$ cat src/sv/assert_macros.svh
`ifndef ASSERT_MACROS_SVH
`define ASSERT_MACROS_SVH

// Check a property on every rising clock edge outside reset.
`define ASSERT_CLK(lbl, prop) \
    lbl: assert property (@(posedge clk) disable iff (!rst_n) (prop)) \
        else $error("assertion failed");

// Check that a condition implies a consequence in the same cycle.
`define ASSERT_IMPLY(lbl, ante, cons) \
    lbl: assert property (@(posedge clk) disable iff (!rst_n) (ante) |-> (cons)) \
        else $error("implication failed");

`endif

$ cat src/sv/i2cm_pkg.sv
`default_nettype none

package i2cm_pkg;

    localparam int COUNT_WIDTH = 16;

    localparam logic [15:0] HALF_PERIOD_RESET = 16'd10;
    localparam logic [3:0]  BYTE_BITS         = 4'd8;

    localparam logic [1:0] CMD_NONE  = 2'd0;
    localparam logic [1:0] CMD_WRITE = 2'd1;
    localparam logic [1:0] CMD_READ  = 2'd2;

    localparam logic [1:0] ST_OK        = 2'd0;
    localparam logic [1:0] ST_BUS_BUSY  = 2'd1;
    localparam logic [1:0] ST_BUS_ERROR = 2'd2;
    localparam logic [1:0] ST_ADDR_NACK = 2'd3;

    // Sequencer phase; a 3-bit sub-step runs inside each phase.
    typedef enum logic [2:0] {
        P_CTRL   = 3'd0,  // idle and stop condition
        P_START  = 3'd1,
        P_ADDR   = 3'd2,
        P_REG    = 3'd3,
        P_DATA   = 3'd4,
        P_RSTART = 3'd5,
        P_RADDR  = 3'd6,
        P_READ   = 3'd7
    } phase_t;

    typedef struct packed {
        logic [1:0] command;
        logic [7:0] slave_address;
        logic [7:0] reg_index;
        logic [7:0] write_data;
        logic       sda_in;
    } cmd_t;

    typedef struct packed {
        logic       scl_out;
        logic       sda_out;
        logic       busy_res;
        logic       done_res;
        logic [1:0] status;
        logic [7:0] read_data;
    } res_t;

endpackage

`default_nettype wire

$ cat src/sv/i2c_master_register_access_core.sv
`default_nettype none

`include "assert_macros.svh"

// I2C master for single-byte register write and read. Each transfer on the
// cmd channel is one bus tick carrying the sampled SDA level and, while the
// core is idle, a request (write: start, address, register, data, stop;
// read: start, address, register, repeated start, address plus one, eight
// read bits, NACK, stop). Every transfer produces exactly one result transfer
// with the SCL/SDA drive, busy, a one-tick done pulse, status and read data.
// One tick is accepted per clock cycle: the sequencer state register updates
// once per tick and the result sits in an output register, so the only
// stall is a full output register that is not being taken. Every line
// change is followed by half_period_ticks idle ticks, set through the cfg
// write channel (reset value 10); write it only while the core is idle.
module i2c_master_register_access_core
(
    input  wire logic           clk,
    input  wire logic           rst_n,

    input  wire logic           cfg_valid,
    output logic                cfg_ready,
    input  wire logic [15:0]    cfg_data,

    input  wire logic           cmd_valid,
    output logic                cmd_stall,
    input  wire i2cm_pkg::cmd_t cmd_data,

    output logic                res_valid,
    input  wire logic           res_stall,
    output i2cm_pkg::res_t      res_data
);

    logic [15:0]                      half_period_reg;
    i2cm_pkg::phase_t                 phase_reg, phase_next;
    logic [2:0]                       sub_reg, sub_next;
    logic [i2cm_pkg::COUNT_WIDTH-1:0] wait_reg, wait_next;
    logic [3:0]                       bit_cnt_reg, bit_cnt_next;
    logic [7:0]                       shift_reg, shift_next;
    logic [7:0]                       slave_reg, slave_next;
    logic [7:0]                       regaddr_reg, regaddr_next;
    logic [7:0]                       data_reg, data_next;
    logic                             is_read_reg, is_read_next;
    logic                             scl_reg, scl_next;
    logic                             sda_reg, sda_next;
    logic [1:0]                       status_reg, status_next;
    logic                             res_valid_reg;
    i2cm_pkg::res_t                   res_reg, res_next;

    logic cmd_accept;
    logic done;
    logic line_change;
    logic start_fail;
    logic idle;

    assign cfg_ready  = 1'b1;
    assign cmd_stall  = res_valid_reg & res_stall;
    assign cmd_accept = cmd_valid & ~cmd_stall;
    assign res_valid  = res_valid_reg;
    assign res_data   = res_reg;
    assign idle       = (phase_reg == i2cm_pkg::P_CTRL) && (sub_reg == 3'd0);
    assign start_fail = ((sub_reg == 3'd1) && !cmd_data.sda_in)
                     || ((sub_reg == 3'd2) && cmd_data.sda_in);

    always_comb
    begin
        phase_next   = phase_reg;
        sub_next     = sub_reg;
        wait_next    = wait_reg;
        bit_cnt_next = bit_cnt_reg;
        shift_next   = shift_reg;
        slave_next   = slave_reg;
        regaddr_next = regaddr_reg;
        data_next    = data_reg;
        is_read_next = is_read_reg;
        scl_next     = scl_reg;
        sda_next     = sda_reg;
        status_next  = status_reg;
        done         = 1'b0;
        line_change  = 1'b0;

        if (idle)
        begin
            if ((cmd_data.command == i2cm_pkg::CMD_WRITE)
                || (cmd_data.command == i2cm_pkg::CMD_READ))
            begin
                slave_next   = cmd_data.slave_address;
                regaddr_next = cmd_data.reg_index;
                data_next    = cmd_data.write_data;
                is_read_next = (cmd_data.command == i2cm_pkg::CMD_READ);
                status_next  = i2cm_pkg::ST_OK;
                shift_next   = 8'd0;
                bit_cnt_next = 4'd0;
                phase_next   = i2cm_pkg::P_START;
                sub_next     = 3'd1;
                scl_next     = 1'b1;
                sda_next     = 1'b1;
                line_change  = 1'b1;
            end
        end
        else if (wait_reg != '0)
        begin
            wait_next = wait_reg - i2cm_pkg::COUNT_WIDTH'(1);
        end
        else
        begin
            // Steps that change no line resolve first and fall into a line change.
            case (phase_reg)
                i2cm_pkg::P_CTRL:
                begin
                    if (sub_reg >= 3'd5)
                    begin
                        sub_next = 3'd0;
                        done     = 1'b1;
                    end
                end
                i2cm_pkg::P_START, i2cm_pkg::P_RSTART:
                begin
                    if (start_fail)
                    begin
                        if (phase_reg == i2cm_pkg::P_START)
                        begin
                            status_next = (sub_reg == 3'd1) ? i2cm_pkg::ST_BUS_BUSY
                                                            : i2cm_pkg::ST_BUS_ERROR;
                            phase_next  = i2cm_pkg::P_CTRL;
                            sub_next    = 3'd0;
                            done        = 1'b1;
                        end
                        else
                        begin
                            // repeated start failure is ignored
                            phase_next   = i2cm_pkg::P_RADDR;
                            sub_next     = 3'd0;
                            shift_next   = slave_reg + 8'd1;
                            bit_cnt_next = 4'd0;
                        end
                    end
                    else if (sub_reg >= 3'd3)
                    begin
                        phase_next   = (phase_reg == i2cm_pkg::P_START) ? i2cm_pkg::P_ADDR
                                                                        : i2cm_pkg::P_RADDR;
                        sub_next     = 3'd0;
                        shift_next   = (phase_reg == i2cm_pkg::P_START) ? slave_reg
                                                                        : slave_reg + 8'd1;
                        bit_cnt_next = 4'd0;
                    end
                end
                i2cm_pkg::P_READ:
                begin
                    if (sub_reg == 3'd2)
                    begin
                        shift_next   = {shift_reg[6:0], cmd_data.sda_in};
                        bit_cnt_next = bit_cnt_reg + 4'd1;
                        sub_next     = (bit_cnt_next >= i2cm_pkg::BYTE_BITS) ? 3'd3 : 3'd0;
                    end
                    else if (sub_reg == 3'd7)
                    begin
                        phase_next = i2cm_pkg::P_CTRL;
                        sub_next   = 3'd1;
                    end
                end
                default:
                begin
                    if (sub_reg == 3'd7)
                    begin
                        sub_next     = 3'd0;
                        bit_cnt_next = 4'd0;
                        case (phase_reg)
                            i2cm_pkg::P_ADDR:
                            begin
                                if (status_reg == i2cm_pkg::ST_ADDR_NACK)
                                begin
                                    phase_next = i2cm_pkg::P_CTRL;
                                    sub_next   = 3'd1;
                                end
                                else
                                begin
                                    phase_next = i2cm_pkg::P_REG;
                                    shift_next = regaddr_reg;
                                end
                            end
                            i2cm_pkg::P_REG:
                            begin
                                if (is_read_reg)
                                begin
                                    phase_next = i2cm_pkg::P_RSTART;
                                end
                                else
                                begin
                                    phase_next = i2cm_pkg::P_DATA;
                                    shift_next = data_reg;
                                end
                            end
                            i2cm_pkg::P_DATA:
                            begin
                                phase_next = i2cm_pkg::P_CTRL;
                                sub_next   = 3'd1;
                            end
                            default:
                            begin
                                phase_next = i2cm_pkg::P_READ;
                                shift_next = 8'd0;
                            end
                        endcase
                    end
                end
            endcase

            // Exactly one line change on the resolved step.
            if (!done)
            begin
                case (phase_next)
                    i2cm_pkg::P_CTRL:
                    begin
                        case (sub_next)
                            3'd1: begin scl_next = 1'b0; line_change = 1'b1; end
                            3'd2: begin sda_next = 1'b0; line_change = 1'b1; end
                            3'd3: begin scl_next = 1'b1; line_change = 1'b1; end
                            3'd4: begin sda_next = 1'b1; line_change = 1'b1; end
                            default: ;
                        endcase
                        if (line_change)
                            sub_next = sub_next + 3'd1;
                    end
                    i2cm_pkg::P_START, i2cm_pkg::P_RSTART:
                    begin
                        case (sub_next)
                            3'd0:
                            begin
                                scl_next    = 1'b1;
                                sda_next    = 1'b1;
                                line_change = 1'b1;
                            end
                            3'd1, 3'd2:
                            begin
                                sda_next    = 1'b0;
                                line_change = 1'b1;
                            end
                            default: ;
                        endcase
                        if (line_change)
                            sub_next = sub_next + 3'd1;
                    end
                    i2cm_pkg::P_READ:
                    begin
                        line_change = 1'b1;
                        case (sub_next)
                            3'd0:
                            begin
                                scl_next = 1'b0;
                                sda_next = 1'b1;
                                sub_next = 3'd1;
                            end
                            3'd1: begin scl_next = 1'b1; sub_next = 3'd2; end
                            3'd3: begin scl_next = 1'b0; sub_next = 3'd4; end
                            3'd4: begin sda_next = 1'b1; sub_next = 3'd5; end
                            3'd5: begin scl_next = 1'b1; sub_next = 3'd6; end
                            3'd6:
                            begin
                                scl_next   = 1'b0;
                                phase_next = i2cm_pkg::P_CTRL;
                                sub_next   = 3'd1;
                            end
                            default: line_change = 1'b0;
                        endcase
                    end
                    default:
                    begin
                        line_change = 1'b1;
                        case (sub_next)
                            3'd0: begin scl_next = 1'b0; sub_next = 3'd1; end
                            3'd1:
                            begin
                                sda_next   = shift_next[7];
                                shift_next = {shift_next[6:0], 1'b0};
                                sub_next   = 3'd2;
                            end
                            3'd2:
                            begin
                                bit_cnt_next = bit_cnt_next + 4'd1;
                                scl_next     = 1'b1;
                                sub_next     = (bit_cnt_next >= i2cm_pkg::BYTE_BITS) ? 3'd3
                                                                                     : 3'd0;
                            end
                            3'd3: begin scl_next = 1'b0; sub_next = 3'd4; end
                            3'd4: begin sda_next = 1'b1; sub_next = 3'd5; end
                            3'd5: begin scl_next = 1'b1; sub_next = 3'd6; end
                            3'd6:
                            begin
                                // only the first address acknowledge is checked
                                if ((phase_next == i2cm_pkg::P_ADDR) && cmd_data.sda_in)
                                    status_next = i2cm_pkg::ST_ADDR_NACK;
                                scl_next = 1'b0;
                                sub_next = 3'd7;
                            end
                            default: line_change = 1'b0;
                        endcase
                    end
                endcase
            end
        end

        if (line_change)
            wait_next = i2cm_pkg::COUNT_WIDTH'(half_period_reg);

        res_next.scl_out   = scl_next;
        res_next.sda_out   = sda_next;
        res_next.busy_res  = !((phase_next == i2cm_pkg::P_CTRL) && (sub_next == 3'd0));
        res_next.done_res  = done;
        res_next.status    = done ? status_next : i2cm_pkg::ST_OK;
        res_next.read_data = (done && is_read_next && (status_next == i2cm_pkg::ST_OK))
                           ? shift_next : 8'd0;
    end

    always_ff @(posedge clk or negedge rst_n)
    begin
        if (!rst_n)
        begin
            half_period_reg <= i2cm_pkg::HALF_PERIOD_RESET;
        end
        else if (cfg_valid && cfg_ready)
        begin
            half_period_reg <= cfg_data;
        end
    end

    always_ff @(posedge clk or negedge rst_n)
    begin
        if (!rst_n)
        begin
            phase_reg   <= i2cm_pkg::P_CTRL;
            sub_reg     <= 3'd0;
            wait_reg    <= '0;
            bit_cnt_reg <= 4'd0;
            shift_reg   <= 8'd0;
            slave_reg   <= 8'd0;
            regaddr_reg <= 8'd0;
            data_reg    <= 8'd0;
            is_read_reg <= 1'b0;
            scl_reg     <= 1'b1;
            sda_reg     <= 1'b1;
            status_reg  <= i2cm_pkg::ST_OK;
        end
        else if (cmd_accept)
        begin
            phase_reg   <= phase_next;
            sub_reg     <= sub_next;
            wait_reg    <= wait_next;
            bit_cnt_reg <= bit_cnt_next;
            shift_reg   <= shift_next;
            slave_reg   <= slave_next;
            regaddr_reg <= regaddr_next;
            data_reg    <= data_next;
            is_read_reg <= is_read_next;
            scl_reg     <= scl_next;
            sda_reg     <= sda_next;
            status_reg  <= status_next;
        end
    end

    // Output register: load on every accepted tick, drop once taken.
    always_ff @(posedge clk or negedge rst_n)
    begin
        if (!rst_n)
        begin
            res_valid_reg <= 1'b0;
        end
        else if (cmd_accept)
        begin
            res_valid_reg <= 1'b1;
        end
        else if (!res_stall)
        begin
            res_valid_reg <= 1'b0;
        end
    end

    always_ff @(posedge clk)
    begin
        if (cmd_accept)
            res_reg <= res_next;
    end

    `ASSERT_IMPLY(a_done_not_busy, res_valid_reg && res_reg.done_res, !res_reg.busy_res)
    `ASSERT_IMPLY(a_status_only_done, res_valid_reg && !res_reg.done_res,
                  res_reg.status == i2cm_pkg::ST_OK)
    `ASSERT_IMPLY(a_wait_only_busy, wait_reg != '0, !idle)
    `ASSERT_CLK(a_bit_cnt_range, bit_cnt_reg <= i2cm_pkg::BYTE_BITS)

endmodule

`default_nettype wire

$ cat config.mk
export PLATFORM = sky130hd
export DESIGN_NAME = i2c_master_register_access_core
export DESIGN_NICKNAME = d
export VERILOG_FILES = /design/src/sv/i2cm_pkg.sv /design/src/sv/i2c_master_register_access_core.sv
export VERILOG_INCLUDE_DIRS = /design/src /design/src/sv
export SDC_FILE = /design/constraint.sdc
export NUM_CORES = 1
export LEC_CHECK = 0
export BUFFER_PORTS_ARGS = -buffer_cell sky130_fd_sc_hd__buf_2
export CORE_MARGIN = 10
export CORE_UTILIZATION = 57
export DETAILED_ROUTE_END_ITERATION = 8
export PLACE_DENSITY = 0.77
export SYNTH_ARGS = -nofsm -noshare
export SYNTH_HDL_FRONTEND = slang
export SYNTH_SLANG_ARGS = --single-unit
$ cat constraint.sdc
create_clock -name clk -period 11.3 [get_ports clk]
set_input_delay 2.825 -clock clk [delete_from_list [all_inputs] [get_ports clk]]
set_output_delay 2.825 -clock clk [all_outputs]
set_load 0.05 [all_outputs]
== Yosys cells after proc, flatten, opt, wreduce, memory -nomap -nowiden ==
Cells that the tools add are included.

* Bits of input ports: 48
* Register bits after elaboration: 94
* Output and inout port bits: 17
* Logic and storage cells: 226

* Add/sub/neg operators: 5
* $lt $le $gt $ge: 4
* Bitwise operators: 3
* Eq/ne operators: 26
* Muxes and demuxes: 132
* Reductions and logical operators: 36

{| class="wikitable"
|+ Operators by type and width
! cell !! count
|-
| 8-bit 2-to-1 mux || 14
|-
| 3-bit 2-to-1 mux || 29
|-
| 4-bit 2-to-1 mux || 13
|-
| 16-bit 2-to-1 mux || 3
|-
| 8-bit one-hot mux with 3 select lines || 2
|-
| 1-bit 2-to-1 mux || 39
|-
| 3-bit one-hot mux with 3 select lines || 4
|-
| 2-bit 2-to-1 mux || 14
|-
| 3-bit equality test (second input constant) || 9
|-
| 3-bit one-hot mux with 7 select lines || 1
|-
| 3-bit by 2-bit equality test with 1-bit output (second input constant) || 6
|-
| 3-bit logical NOT || 6
|-
| 1-bit one-hot mux with 2 select lines || 8
|-
| 16-bit nonzero test || 1
|-
| 16-bit by 1-bit subtractor with 16-bit output (second input constant) || 1
|-
| 3-bit one-hot mux with 5 select lines || 1
|-
| 2-bit OR reduction || 7
|-
| 3-bit by 1-bit equality test with 1-bit output (second input constant) || 4
|-
| 4-bit one-hot mux with 3 select lines || 1
|-
| 1-bit one-hot mux with 3 select lines || 3
|-
| 3-bit AND reduction || 3
|-
| 4-bit by 1-bit adder with 4-bit output (second input constant) || 2
|-
| 8-bit by 1-bit adder with 8-bit output (second input constant) || 1
|-
| 4-bit >= comparator (second input constant) || 2
|-
| other kinds (18) || 32
|}

== Longest topological paths before layout ==
* Word-level depth: 22
* Depth in mapped cells: 18

== Least setup slack after synthesis ==
Ideal clock, no wire load.

* Path kind: input to output
* Start: in res_stall
* End: out cmd_stall
* Setup slack: 5244 ps
* Required time: 8475 ps
* Data arrival time: 3231 ps
* Cell stages on the path: 2
* Cell sequence: nand2_1 inv_1

* Word-level cells in the longest chain between the ends: 1

{| class="wikitable"
|+ Ends and longest elaborated chain
! what !! line !! text
|-
| start: declaration || i2c_master_register_access_core.sv:30 || <nowiki>input wire logic res_stall,</nowiki>
|-
| 1-bit bitwise AND || i2c_master_register_access_core.sv:57 || <nowiki>assign cmd_stall = res_valid_reg & res_stall;</nowiki>
|-
| end: declaration || i2c_master_register_access_core.sv:26 || <nowiki>output logic cmd_stall,</nowiki>
|}

No other way between the ends.

== Worst setup path after layout ==
Ends and elaborated chain as after synthesis.

==> flow_metrics.py <==
metrics = {
    "outcome": {
        "run_status": "finished, final reports clean",
    },
    "synth": {
        "synth_edf_count": 14,
        "synthCells": 808,
        "synth-seq-cells": 94,
        "netlist-cell-type-count": 92,
        "synth.cell_area_sq_um": 6730,
        "synth_nets": 866,
        "post_synth.cell_area_avg_sq_um": 8.33,
        "synthArstFlopShare_pct": 85.1,
        "most_used_flip_flop_cell_after_synthesis": "sky130_fd_sc_hd__dfrtp_1",
        "yosysWarningCount": 0,
        "ys_seq_area_share_pct": 36.1,
    },
    "place": {
        "dp_hpwl_um": 13900,
        "place_inst": 969,
        "placed_cell_area_sq_um": 7010,
        "placer_congestion_estimate": 0.960,
        "placement.setup.worst_slack_ns": 4.86,
        "placement.io_buffers": 63,
    },
    "sta": {
        "period_needed_ns": 6.11,
        "setup_viol": 0,
        "final-max-slew-violation-count": 0,
        "rsz_0062_raised_after_global_routing": "no",
        "final.setup.tns_ns": 0,
        "max_freq_ghz": 0.164,
        "timing.max_slew.rel_slack_pct": 17.4,
        "timing.clock.skew_ns": 0.00451,
        "setup_ws_ns": 5.19,
        "finalHoldViolCount": 0,
        "worst_slew_pin_slew_ns": 1.24,
        "post-route-period-util_pct": 54.1,
    },
    "global_routing": {
        "globalRoute.totalOverflow": 0,
        "grt_max_degree": 81,
        "via_count_of_the_first_global_routing_pass": 6271,
        "grt_usage_pct": 23.3,
        "grt_first_pass_wirelength_um": 32000,
        "initial_antenna_violation_count": 0,
    },
    "setup_path": {
        "timing_worst_setup_path_type": "input pin to output pin",
        "worst_setup_path_end_kind": "output pin",
        "critical_path.startpoint": "res_stall",
        "cp_max_fo": 3,
        "r2r_start": "sub_reg[1]",
        "critPathRequiredTime_ns": 8.48,
        "timing.critical_path.arrival_ns": 3.29,
        "critical_path.startpoint_type": "input pin",
    },
    "clocking": {
        "clockRootBuffer": "sky130_fd_sc_hd__clkbuf_16",
        "cts_tree": "done",
        "cts_buffer_depth": 2,
        "clkLatencyLatePin_ns": 0.35,
        "cts_sinks": 94,
        "cts.reportedPaths.clkPinSlew_ns": 0.06,
        "total_cts_buffers": 9,
        "postCtsResizedCells": 0,
        "htree_num_levels": 3,
        "post_cts_buffers": 0,
        "cts.hold.buffers_added": 0,
    },
    "final_layout": {
        "layout-area-overhead-vs-synth_pct": 8.38,
        "layout.cells.most_common_list": "sky130_fd_sc_hd__nand2_1, sky130_fd_sc_hd__dfrtp_1, sky130_fd_sc_hd__nor2_1, sky130_fd_sc_hd__buf_2, sky130_fd_sc_hd__o21ai_0",
        "post_route_cells_drive_above_1_share_pct": 18.4,
        "finalNetCount": 895,
        "final_area_sq_um": 7290,
        "insertedDiodeCount": 0,
        "most_frequent_standard_cell_in_the_layout_excluding_fill_and_tap_cells": "sky130_fd_sc_hd__nand2_1",
        "finish.cell_count_without_fillers": 985,
    },
    "floorplan": {
        "core_area_sq_um": 11500,
        "dieHeight_um": 129,
        "floorplan.initialDensity_pct": 58.7,
        "die_area_sq_um": 16600,
        "die_width_um": 129,
        "io-pin-count": 65,
        "std_cell_rows": 39,
    },
    "route": {
        "viasPerCell": 6.56,
        "drt-pass1-iter-count": 6,
        "post-route-drc-count": 0,
        "wl_per_cell_um": 19.6,
        "drt-initial-drc-count": 1067,
        "routed-via-count": 6462,
        "antenna_violating_nets_post_route": 0,
        "routed_wirelength_um": 19300,
    },
    "min_path": {
        "hold_class": "flop to flop",
        "hold_path_startpoint": "regaddr_reg[7]",
    },
    "power": {
        "power_leakage_nw": 3.03,
        "vdd.ir_drop.worst_mv": 0.135,
        "power.density_nw_per_um2": 198,
    },
    "job": {
        "max-cap-violations": 0,
    },
}
-- cell families after synthesis --
| group | synth area share [%] |
|---|---|
| fa+ha+maj | 1.86 |
| flops | 36.1 |
| xor+xnor | 0.911 |
| compound gates | 23.2 |
| buf+inv | 5.13 |
| mux | 7.34 |
| simple gates | 25.4 |
| other cells | 0.0557 |
-- cell type report --
| type | instances | area (sq um) |
|---|---|---|
| fill | 988 | 4170 |
| clock inverter | 5 | 40.0 |
| timing repair buffer | 68 | 355 |
| sequential | 94 | 2430 |
| inverter | 24 | 90.1 |
| clock buffer | 11 | 243 |
| multi-input combinational | 640 | 3960 |
| tap | 143 | 179 |
-- final timing paths --
kind	end	slack [ns]	cells past startpoint
worst max-delay path	cmd_stall	5.19	4
worst min-delay path	regaddr_reg[7]	0.48	2
worst max register to register	wait_reg[12]	6.22	13
worst min register to register	regaddr_reg[7]	0.48	2
max in group asynchronous	regaddr_reg[2]	7.98	1
min in group asynchronous	wait_reg[3]	2.65	1
-- layer usage --
metal / wire, um / share of wire [%] / vias up / GRT usage [%]
li1: - / - / 3001 / -
met1: 8470 / 44 / 3073 / 33.1
met2: 8660 / 45 / 351 / 34.3
met3: 1720 / 8.9 / 37 / 4.60
met4: 463 / 2.4 / 0 / 8.84
met5: 0 / 0 / - / 0
-- report_power, final --
group,internal [mW],switching (mW)
clock,0.157,0.138
sequential,0.430,0.111
combinational,0.234,0.373
-- through the flow --
step           total power, mW  util, %  hold WS, ns
6_report                  1.44     63.6        0.481
5_1_grt                   1.53     63.6        0.508
3_5_place_dp              1.14     61.1        0.467
4_1_cts                   1.43     63.6        0.483
3_3_place_gp              1.12     61.1        0.460
2_1_floorplan            0.989        -        0.446
-- Yosys cell counts, types with 8 or more instances --
master / n / share of area (%)
sky130_fd_sc_hd__o21a_1: 11 / 1.2
sky130_fd_sc_hd__ha_1: 10 / 1.9
sky130_fd_sc_hd__nand2b_1: 11 / 1.0
sky130_fd_sc_hd__a21oi_1: 44 / 3.3
sky130_fd_sc_hd__a2bb2oi_1: 8 / 1.0
sky130_fd_sc_hd__a22oi_1: 10 / 1.1
sky130_fd_sc_hd__dfrtp_1: 76 / 28
sky130_fd_sc_hd__o22ai_1: 14 / 1.3
sky130_fd_sc_hd__o211ai_1: 8 / 0.89
sky130_fd_sc_hd__nand3_1: 32 / 2.4
sky130_fd_sc_hd__o21ai_0: 45 / 3.3
sky130_fd_sc_hd__edfxtp_1: 14 / 6.2
sky130_fd_sc_hd__nand2_1: 142 / 7.9
sky130_fd_sc_hd__mux2_2: 20 / 3.3
sky130_fd_sc_hd__clkbuf_1: 27 / 1.5
sky130_fd_sc_hd__inv_1: 22 / 1.2
sky130_fd_sc_hd__a31oi_1: 10 / 0.93
sky130_fd_sc_hd__buf_2: 9 / 0.67
sky130_fd_sc_hd__nor3_1: 23 / 1.7
sky130_fd_sc_hd__nor2_1: 75 / 4.2
sky130_fd_sc_hd__mux2i_1: 21 / 3.1
-- critical path, cell delays in order --
cell	delay [ns]
sky130_fd_sc_hd__buf_2	0.08
sky130_fd_sc_hd__nand2_1	0.07
sky130_fd_sc_hd__inv_1	0.05
sky130_fd_sc_hd__buf_2	0.25
No activity file was read; power rests on OpenSTA's default activity.
